--- src/design/csls_pkg.sv ---
// Shared types and constants of the coinbase script length splitter.
// No dependencies; every other file of the block but the assertion header imports this package.
`default_nettype none

package csls_pkg;

    typedef logic [7:0] t_byte;

    // Bytes of version, input count and previous output before the length.
    localparam logic [5:0] HEADER_LEN = 6'd41;

    localparam t_byte PFX_TWO  = 8'hfd;
    localparam t_byte PFX_FOUR = 8'hfe;
    localparam logic [31:0] MAX_TWO_BYTE = 32'h0000_ffff;

    localparam t_byte EXT_RESET = 8'd4;

    // Configuration register indexes.
    localparam logic CFG_EXT_ONE = 1'b0;
    localparam logic CFG_EXT_TWO = 1'b1;

    typedef enum logic [5:0] {
        PH_HEADER = 6'b000001,
        PH_PREFIX = 6'b000010,
        PH_LENGTH = 6'b000100,
        PH_SCRIPT = 6'b001000,
        PH_TAIL   = 6'b010000,
        PH_DRAIN  = 6'b100000
    } t_phase;

    // All results caused by one input byte. Entry 0 goes out first; part_end
    // belongs to the last entry only.
    typedef struct packed {
        logic [2:0]      cnt;
        logic [4:0][7:0] bytes;
        logic            part;
        logic            pend;
        logic            fault;
    } t_bundle;

endpackage

`default_nettype wire

--- src/design/csls_walk.sv ---
// Transaction walker: parse state and the per-byte result bundle.
// Depends on csls_pkg.
`default_nettype none

module csls_walk import csls_pkg::*; (
    input  wire logic    i_clk,
    input  wire logic    i_rst_n,
    input  wire logic    i_adv,
    input  wire t_byte   i_byte,
    input  wire logic    i_final,
    input  wire t_byte   i_ext_one,
    input  wire t_byte   i_ext_two,
    output t_bundle      o_bundle
);

    t_phase      r_phase,  n_phase;
    logic [5:0]  r_pos,    n_pos;
    logic        r_short,  n_short;
    logic [1:0]  r_lidx,   n_lidx;
    logic [31:0] r_gather, n_gather;
    logic [31:0] r_script, n_script;

    logic [31:0] w_gather;
    logic        w_len_done;
    logic [31:0] w_orig;
    logic [32:0] w_sum;
    logic [31:0] w_val;
    logic        w_pe;
    t_bundle     w_emit;
    t_bundle     w_fault;
    t_bundle     w_bun;
    logic        w_clear;

    assign w_gather   = r_gather | ({24'd0, i_byte} << {r_lidx, 3'b000});
    assign w_len_done = (r_short && (r_lidx == 2'd1)) || (r_lidx == 2'd3);
    assign w_orig     = (r_phase == PH_PREFIX) ? {24'd0, i_byte} : w_gather;
    assign w_sum      = {1'b0, w_orig} + {25'd0, i_ext_one} + {25'd0, i_ext_two};
    assign w_val      = w_sum[31:0];
    assign w_pe       = (w_orig == 32'd0);

    always_comb begin
        w_fault       = '0;
        w_fault.cnt   = 3'd1;
        w_fault.fault = 1'b1;

        w_emit = '0;
        if (w_sum[32]) begin
            w_emit = w_fault;
        end else if (w_val < {24'd0, PFX_TWO}) begin
            w_emit.cnt      = 3'd1;
            w_emit.bytes[0] = w_val[7:0];
            w_emit.pend     = w_pe;
        end else if (w_val <= MAX_TWO_BYTE) begin
            w_emit.cnt      = 3'd3;
            w_emit.bytes[0] = PFX_TWO;
            w_emit.bytes[1] = w_val[7:0];
            w_emit.bytes[2] = w_val[15:8];
            w_emit.pend     = w_pe;
        end else begin
            w_emit.cnt      = 3'd5;
            w_emit.bytes[0] = PFX_FOUR;
            w_emit.bytes[1] = w_val[7:0];
            w_emit.bytes[2] = w_val[15:8];
            w_emit.bytes[3] = w_val[23:16];
            w_emit.bytes[4] = w_val[31:24];
            w_emit.pend     = w_pe;
        end
    end

    always_comb begin
        n_phase  = r_phase;
        n_pos    = r_pos;
        n_short  = r_short;
        n_lidx   = r_lidx;
        n_gather = r_gather;
        n_script = r_script;
        w_bun    = '0;
        w_clear  = 1'b0;

        unique case (r_phase)
            PH_HEADER: begin
                if (i_final) begin
                    w_bun   = w_fault;
                    w_clear = 1'b1;
                end else begin
                    w_bun.cnt      = 3'd1;
                    w_bun.bytes[0] = i_byte;
                    n_pos          = r_pos + 6'd1;
                    if (n_pos >= HEADER_LEN) begin
                        n_phase = PH_PREFIX;
                    end
                end
            end
            PH_PREFIX, PH_LENGTH: begin
                if ((r_phase == PH_PREFIX && i_byte < PFX_TWO)
                        || (r_phase == PH_LENGTH && w_len_done)) begin
                    // The length is complete: emit the rewritten varint.
                    w_bun = w_emit;
                    if (i_final) begin
                        w_clear = 1'b1;
                    end else if (w_sum[32]) begin
                        n_phase = PH_DRAIN;
                    end else if (w_pe) begin
                        n_phase = PH_TAIL;
                    end else begin
                        n_phase  = PH_SCRIPT;
                        n_script = w_orig;
                    end
                end else if (i_final) begin
                    w_bun   = w_fault;
                    w_clear = 1'b1;
                end else if (r_phase == PH_PREFIX) begin
                    n_short  = (i_byte == PFX_TWO);
                    n_lidx   = 2'd0;
                    n_gather = 32'd0;
                    n_phase  = PH_LENGTH;
                end else begin
                    n_gather = w_gather;
                    n_lidx   = r_lidx + 2'd1;
                end
            end
            PH_SCRIPT: begin
                if (r_script[31:1] == 31'd0) begin
                    w_bun.cnt      = 3'd1;
                    w_bun.bytes[0] = i_byte;
                    w_bun.pend     = 1'b1;
                    n_script       = 32'd0;
                    if (i_final) begin
                        w_clear = 1'b1;
                    end else begin
                        n_phase = PH_TAIL;
                    end
                end else if (i_final) begin
                    w_bun   = w_fault;
                    w_clear = 1'b1;
                end else begin
                    w_bun.cnt      = 3'd1;
                    w_bun.bytes[0] = i_byte;
                    n_script       = r_script - 32'd1;
                end
            end
            PH_TAIL: begin
                w_bun.cnt      = 3'd1;
                w_bun.bytes[0] = i_byte;
                w_bun.part     = 1'b1;
                w_bun.pend     = i_final;
                w_clear        = i_final;
            end
            PH_DRAIN: begin
                w_clear = i_final;
            end
            default: begin
                w_clear = 1'b1;
            end
        endcase

        if (w_clear) begin
            n_phase  = PH_HEADER;
            n_pos    = 6'd0;
            n_short  = 1'b0;
            n_lidx   = 2'd0;
            n_gather = 32'd0;
            n_script = 32'd0;
        end
    end

    assign o_bundle = w_bun;

    always_ff @(posedge i_clk) begin
        if (!i_rst_n) begin
            r_phase  <= PH_HEADER;
            r_pos    <= 6'd0;
            r_short  <= 1'b0;
            r_lidx   <= 2'd0;
            r_gather <= 32'd0;
            r_script <= 32'd0;
        end else if (i_adv) begin
            r_phase  <= n_phase;
            r_pos    <= n_pos;
            r_short  <= n_short;
            r_lidx   <= n_lidx;
            r_gather <= n_gather;
            r_script <= n_script;
        end
    end

endmodule

`default_nettype wire

--- config.mk ---
export PLATFORM = sky130hd
export DESIGN_NAME = csls_walk
export DESIGN_NICKNAME = d
export VERILOG_FILES = /design/src/design/csls_pkg.sv /design/src/design/csls_walk.sv
export SDC_FILE = /design/constraint.sdc
export NUM_CORES = 1
export LEC_CHECK = 0
export BUFFER_PORTS_ARGS = -buffer_cell sky130_fd_sc_hd__buf_4
export CAP_MARGIN = 0
export CORE_AREA = 3 3 128 130
export CTS_CLUSTER_DIAMETER = 50
export DETAILED_ROUTE_END_ITERATION = 12
export DIE_AREA = 0 0 131 133
export SLEW_MARGIN = 20
export SYNTH_ARGS = -nofsm -noshare
export SYNTH_HDL_FRONTEND = slang
export SYNTH_SLANG_ARGS = --single-unit
--- constraint.sdc ---
create_clock -name i_clk -period 9.15 [get_ports i_clk]
set_input_delay 0.915 -clock i_clk [delete_from_list [all_inputs] [get_ports i_clk]]
set_output_delay 0.915 -clock i_clk [all_outputs]
set_load 0.01 [all_outputs]
==> results of run 1 <==
## area by class of cell
| class | count | area, µm² |
|---|---|---|
| Inverter | 39 | 146.4 |
| Multi-Input combinational cell | 768 | 4903 |
| Clock buffer | 9 | 225.2 |
| Clock inverter | 7 | 56.30 |
| Fill cell | 1577 | 7451 |
| Timing Repair Buffer | 84 | 630.6 |
| Sequential cell | 79 | 1582 |
| Tap cell | 211 | 264.0 |
## per-stage QoR
step | hold WS, ns | utilization | total power (µW) | std cells
after global placement | 0.4376 | 0.4929 | 723.4 | 1181
after detailed placement | 0.4491 | 0.4929 | 722.3 | 1181
final | 0.4607 | 0.5117 | 1085 | 1197
after floorplan | 0.4237 | - | 621.2 | 948
after global routing | 0.4960 | 0.5117 | 1130 | 1197
after CTS | 0.4600 | 0.5114 | 1083 | 1197
## critical path: stages (launching register included)
cell,delay [ns]
dfxtp_1,0.40
nor4_4,0.59
nand2_2,0.63
a22oi_1,0.41
inv_1,0.11
fa_1,0.45
ha_1,0.25
fa_1,0.42
nand3_1,0.13
a21oi_1,0.09
a211oi_2,0.73
nor4_1,0.14
xnor2_1,0.34
o211ai_1,0.17
nor3_2,0.45
nand2b_1,0.68
nor2_1,0.13
buf_4,0.18
## flip-flops by register name, indices dropped and copies added (netlist names)
signal / flops
r_pos: 6
r_phase: 6
r_script: 32
r_lidx: 2
r_gather: 32
r_short: 1
## worst paths after layout
check | to | cells past startpoint | slack (ns) | start
hold / removal | r_script[25] | 2 | 0.46 | r_script[25]
hold reg to reg | r_script[25] | 2 | 0.46 | r_script[25]
setup / recovery | o_bundle[37] | 17 | 1.55 | r_phase[3]
setup reg to reg | r_script[28] | 16 | 2.83 | r_phase[3]
## kinds of logic (layout without fill, tap and decap cells)
group | after synthesis | count (layout)
buffers and inverters | 101 | 139
muxes | 5 | 5
and+or+nand+nor | 428 | 428
DFF | 79 | 79
adders and majority gates | 22 | 22
xor gates and xnor gates | 50 | 50
AOI/OAI and AO/OA | 263 | 263
## Yosys cell counts, types with 12 or more instances
master      n  area [µm²]
and2_1     12       75.07
a21oi_1    96       480.5
o22ai_1    16       100.1
ha_1       13       162.7
nand4_1    14       87.58
buf_2      19       95.09
xor2_1     24       210.2
clkbuf_1   29       108.9
nor3_1     45       225.2
inv_1      38       142.6
nand3_1    36       180.2
nand2_1    79       296.5
nor4_1     16       100.1
nor2_1    136       510.5
xnor2_1    26       227.7
o21ai_0    27       135.1
dfxtp_1    79        1582
## power groups by stage
stage	registers, µW	clock network [µW]	logic, µW
after floorplan	368	0	253
after global routing	365	376	389
after detailed placement	371	0	351
final	363	362	360
after CTS	363	367	353
after global placement	371	0	352
## per-layer routing
metal | wire [µm] | share of wire | vias to the layer above | track usage
met5 | 0 | 0 | - | 0
met4 | 1142 | 0.044 | 0 | 0.1383
met3 | 2164 | 0.084 | 71 | 0.05168
met2 | 11410 | 0.44 | 385 | 0.4365
met1 | 11170 | 0.43 | 3547 | 0.4003
li1 | - | - | 3505 | -
## cell usage in the layout (no fill, tap or decap), types with 5 or more instances in the layout
cell type / n
buf_4: 84
a21o_1: 11
nand4_1: 14
ha_1: 13
a2bb2oi_1: 7
nand3b_1: 8
nor3_1: 44
nand2_1: 79
and2_1: 12
nor2b_1: 7
nand2b_1: 9
or3_1: 11
inv_1: 38
a221o_1: 5
clkbuf_16: 9
nor3b_1: 6
o21ai_1: 8
nor3_2: 5
o211ai_1: 5
nor4_1: 16
a31oi_1: 8
o31ai_1: 5
and3_1: 7
nor2_1: 136
xnor2_1: 26
dfxtp_1: 79
fa_1: 9
xor2_1: 24
or2_2: 6
o21ai_0: 25
o21a_1: 5
a21oi_1: 95
a211oi_1: 6
o21ai_2: 5
a22oi_1: 11
nand3_1: 36
a221oi_1: 7
o22ai_1: 16
or4_1: 8
==> metrics.md, run 1 <==
| Metric | Value |
|---|---|
| Ys async rst share | 0 |
| Gr ovfl total | 0 |
| Worst slew pin tran | 1.061 ns |
| Antenna viol nets, final | 0 |
| Largest net degree at the start of global routing | 63 |
| Outcome | completed |
| Clock Skews | 0.009075 ns |
| Worst-path clk slew | 0.07 ns |
| Total Routing Usage GR | 0.2911 |
| Diode count | 0 |
| DR vias/cell | between 6 and 7 |
| CTS sink cnt | roughly 80 |
| CP Launch Type | flip-flop |
| Core area | 0.01526 mm² |
| # nets final | ~1,000 |
| Register area share after synthesis | 0.2286 |
| Router iterations before antenna repair | 5 |
| Vias in the first global route | 6,906 |
| First-pass GRT wire length | slightly below 40,000 µm |
| CTS tree | yes |
| Vias post-DR | between 7,000 and 8,000 |
| Cell Area, Placed | 0.007521 mm² |
| Starting density of the core | 0.4534 |
| Area grow syn2layout | 12.86% |
| Synth Area in XOR/XNOR | 0.06330 |
| Initial drt markers | 658 |
| Combinational power share | 0.332 |
| Clk pwr share | 0.333 |
| Cell Area, Synth | 0.006918 mm² |
| TNS Setup | 0 ns |
| Final worst path period need | 7.599 ns |
| Max_cap viols | 0 |
| Clock Latency Late Sink | 0.36 ns |
| # rows | 45 |
| Crit path kind | reg -> out |
| RSZ-0062 raised after global routing | no |
| Post-synthesis cell count | 948 |
| PwrDens | approximately 140 mW/mm² |
| #FFs+latches synth | 79 |
| Post CTS Setup Buffer Count | 0 |
| Distinct cells, synth | between 80 and 90 |
| DIE WIDTH | 131 µm |
| CP arrival | 6.68 ns |
| Final WL | around 26,000 µm |
| Initial antenna violation count | 0 |
| CTS H-tree depth | 3 |
| Ys Warns | 0 |
| Root Buffer | clkbuf_16 |
| VDD IR max | 0.09798 mV |
| Syn Nets | 998 |
| Synth Area in Compound Gates | 0.2655 |
| Final slew viol count | 0 |
| Mean Syn Cell Area | 7.297 µm² |
| Hold_buf cts | 0 |
| Sw Pwr | 421.5 µW |
| Gpl congestion | 1.011 |
| Hold Path Class | reg -> reg |
| Die area | 0.01742 mm² |
| Adder-Cell Fraction of Synth Area | 0.04956 |
| Fin. Hold Viols | 0 |
| Slew headroom | 0.2881 |
| Mux share of post-synthesis cell area | 0.007415 |
| Resized Gates After CTS | 0 |
| Fin crit share | 0.8305 |
| Chip Height | 133 µm |
| Clk buf depth | 2 |
| Finish-stage setup viols | 0 |
| CTS Buf Count | 9 |
| WL/cell | 21.63 µm |
| Share of cells above drive strength 1 | 0.1531 |
| Largest family of logic cells by synthesized area | simple AND/OR/NAND/NOR gates |
| Sw Share | 0.3885 |
| Lkg Pwr | 0.003072 µW |
| Drt drc | 0 |
| Top_reg_cell synth | dfxtp_1 |
| Post-synth EDFFs | 0 |
| Synth Area in Simple Gates | 0.3212 |
| Dpl hpwl | around 19,000 µm |
| Final instance area | 0.007807 mm² |
| Port Buffers | 73 |
| Setup ws final | 1.551 ns |
| Flop pwr share | 0.335 |
| Critical path endpoint category | output port |
| Dpl ws | 2.083 ns |
| F_max | 131.6 MHz |
| Worst-path fanout max | 32 |
| Int Pwr | roughly 660 µW |
| Critical path required time | roughly 8.2 ns |
| Num ports | 74 |
No activity file was read; power rests on OpenSTA's default activity.
==> inputs of run 2 (changes only) <==
clock period = 7 ns   (was 9.15 ns; I/O delays follow)
==> run 2 against run 1 <==
Against the previous run: utilization is 0.31 points higher; first-iteration DRC count is 26% higher; cell count is 0.42% higher; worst hold slack lost 0.013 ns; combinational power rose by 33%; sequential power up 31%; critical endpoint is now o_bundle[27].
==> metrics.md, run 2 (synthesized netlist as in run 1, its figures left out) <==
| Metric | Value |
|---|---|
| Diode count | 0 (unchanged) |
| Largest net degree at the start of global routing | 63 (unchanged) |
| Post-placement cell count | 1,186 (+0.42%) |
| Final slew viol count | 0 (unchanged) |
| # nets final | 1,036 (+0.48%) |
| Antenna viol nets, final | 0 (unchanged) |
| Chip Height | 133 µm (unchanged) |
| Worst slew pin tran | 1.016 ns (-0.04434 ns) |
| Post CTS Setup Buffer Count | 0 (unchanged) |
| CTS tree | yes |
| Router iterations before antenna repair | 5 (unchanged) |
| TNS Setup | 0 ns (unchanged) |
| Worst-path clk slew | 0.07 ns (about the same) |
| Final WL | 25,630 µm (-1.0%) |
| Regs by FF count | r_gather: 32 flops, r_script: 32 flops |
| Die area | 0.01742 mm² (unchanged) |
| Crit path kind | reg -> out |
| Clk buf depth | 2 (unchanged) |
| Worst-path fanout max | 16 (-50%) |
| Initial antenna violation count | 0 (unchanged) |
| DIE WIDTH | 131 µm (unchanged) |
| Starting density of the core | 0.4534 (unchanged) |
| CP Launch Type | flip-flop |
| RSZ-0062 raised after global routing | no |
| Dpl hpwl | 18,520 µm (-0.96%) |
| Num ports | 74 (unchanged) |
| Most common cell after layout, fill and taps aside | nor2_1 |
| Critical Path, Cell by Cell | nor4_4 -> nand2_2 -> a22oi_1 -> fa_1 -> inv_1 -> ha_1 -> nand4_1 -> nor3b_1 -> nor3_1 -> buf_4 -> or3_1 -> o31ai_1 -> o2111ai_1 -> nor3_2 -> nand2b_1 -> buf_4 -> nor3_1 -> buf_4 |
| Initial drt markers | 826 (+26%) |
| Critical path endpoint category | output port |
| Lkg Pwr | 0.003110 µW (+1.2%) |
| Clock Skews | 0.008512 ns (-0.0005639 ns) |
| Port Buffers | 73 (unchanged) |
| Clock Latency Late Sink | 0.36 ns (about the same) |
| Gpl congestion | 1.019 (+0.85%) |
| Slew headroom | 0.3178 (+0.02976) |
| Max_cap viols | 0 (unchanged) |
| Share of cells above drive strength 1 | 0.1564 (+0.003264) |
| Final Non-Filler Cells | 1,202 (+0.42%) |
| Vias post-DR | 7,581 (+0.97%) |
| Vias in the first global route | 6,907 (+0.014%) |
| Finish-stage setup viols | 0 (unchanged) |
| CP max stage delay | 0.63 ns (-0.10 ns) |
| Most frequent cells in the layout | 136 x nor2_1, 95 x a21oi_1, 89 x buf_4, 79 x nand2_1, 79 x dfxtp_1 |
| Area grow syn2layout | 13.55% |
| Hold_sp | r_script[25] |
| Hold depth | 2 (unchanged) |
| Core area | 0.01526 mm² (unchanged) |
| First-pass GRT wire length | 39,670 µm (+0.33%) |
| Cell Area, Placed | 0.007559 mm² (+0.50%) |
| Hold_ws | 0.4475 ns (-0.01321 ns) |
| VDD IR max | 0.1122 mV (+14%) |
| Total Routing Usage GR | 0.2928 (+0.001711) |
| CTS sink cnt | 79 (unchanged) |
| Crit path top cell by count | buf_4 |
| F_max | 149.0 MHz |
| CTS Buf Count | 9 (unchanged) |
| Root Buffer | clkbuf_16 |
| Total power | 1419 µW (+31%) |
| Gr ovfl total | 0 (unchanged) |
| # rows | 45 (unchanged) |
| Hold Path Class | reg -> reg |
| CP arrival | 6.01 ns (-0.67 ns) |
| Final worst path period need | 6.713 ns |
| Drt drc | 0 (unchanged) |
| Fin. Hold Viols | 0 (unchanged) |
| Hold_buf cts | 0 (unchanged) |
| Worst r2r src | r_phase[2] |
| Final instance area | 0.007855 mm² (+0.61%) |
| WL/cell | 21.32 µm (-1.4%) |
| PwrDens | 180.6 mW/mm² (+30%) |
| CP max stage cell | a22oi_1 |
| Reg2reg end | r_script[12] |
| DR vias/cell | 6.307 (+0.55%) |
| Reg2Reg Depth | 17 (+1) |
| Critical path required time | 6.30 ns (-1.94 ns) |
| Worst reg-to-reg setup slack | 0.78 ns (-2.05 ns) |
| Fin crit share | 0.9590 |
| Outcome | completed |
| Worst Hold Path EP | r_script[25] |
| CTS H-tree depth | 3 (unchanged) |
## run 2: cell count changes in the layout (fill, tap and decap cells not counted), sizes merged
cell | before | now
buf | 84 | 89
clkbuf | 9 | 12
clkinvlp | 4 | 1
clkinv | 1 | 3
inv | 41 | 39
## run 2: layer usage
| layer | GRT usage | vias up | wire [µm] |
|---|---|---|---|
| li1 | - | 3514 | - |
| met1 | 0.4196 | 3596 | 10990 |
| met2 | 0.4295 | 404 | 11320 |
| met3 | 0.03633 | 67 | 2217 |
| met4 | 0.1411 | 0 | 1095 |
| met5 | 0 | - | 0 |
## run 2: worst max-delay path by stage
stage          slack [ns]            to       start  cells after the start
3_5_place_dp         0.68  o_bundle[10]  r_phase[1]                     16
5_1_grt              0.03   o_bundle[8]  r_phase[2]                     17
2_1_floorplan        1.38  o_bundle[10]  r_phase[3]                     18
3_3_place_gp         0.71   o_bundle[9]  r_phase[2]                     16
4_1_cts              0.27  o_bundle[10]  r_phase[1]                     16
6_report             0.29  o_bundle[27]  r_phase[2]                     18
## run 2: worst max-delay path: cells and delay by family (launching register included)
| family | cells | cell delay [ns] |
|---|---|---|
| AND/OR/NAND/NOR | 9 | 2.74 |
| AO/OA/AOI/OAI | 3 | 1.12 |
| adder cells (fa/ha/maj) | 2 | 0.76 |
| buffers and inverters | 4 | 0.63 |
| flip-flops | 1 | 0.39 |
## run 2: cell type report
cell class,instances,area (µm²)
Timing Repair Buffer,89,668.1
Multi-Input combinational cell,768,4908
Inverter,39,146.4
Clock buffer,12,256.5
Sequential cell,79,1582
Tap cell,211,264.0
Fill cell,1532,7403
Clock inverter,4,30.03
## run 2: per-stage QoR
| stage | util | worst slack, ns |
|---|---|---|
| finish | 0.5148 | 0.2872 |
| global route | 0.5148 | 0.02529 |
| CTS | 0.5141 | 0.2724 |
| detailed placement | 0.4954 | 0.6809 |
| global placement | 0.4954 | 0.7120 |
| floorplan | - | 1.380 |
## run 2: timing repair
item,in CTS,in global routing
hold endpoints to repair,0,0
setup endpoints to repair,0,6
gates resized for setup,0,2
## run 2: where the power goes
part | total, µW | internal, µW | leakage, µW | switching [µW]
clock | 466 | 261 | 0.000139 | 205
sequential | 475 | 461 | 0.000639 | 13.5
combinational | 478 | 169 | 0.00233 | 309
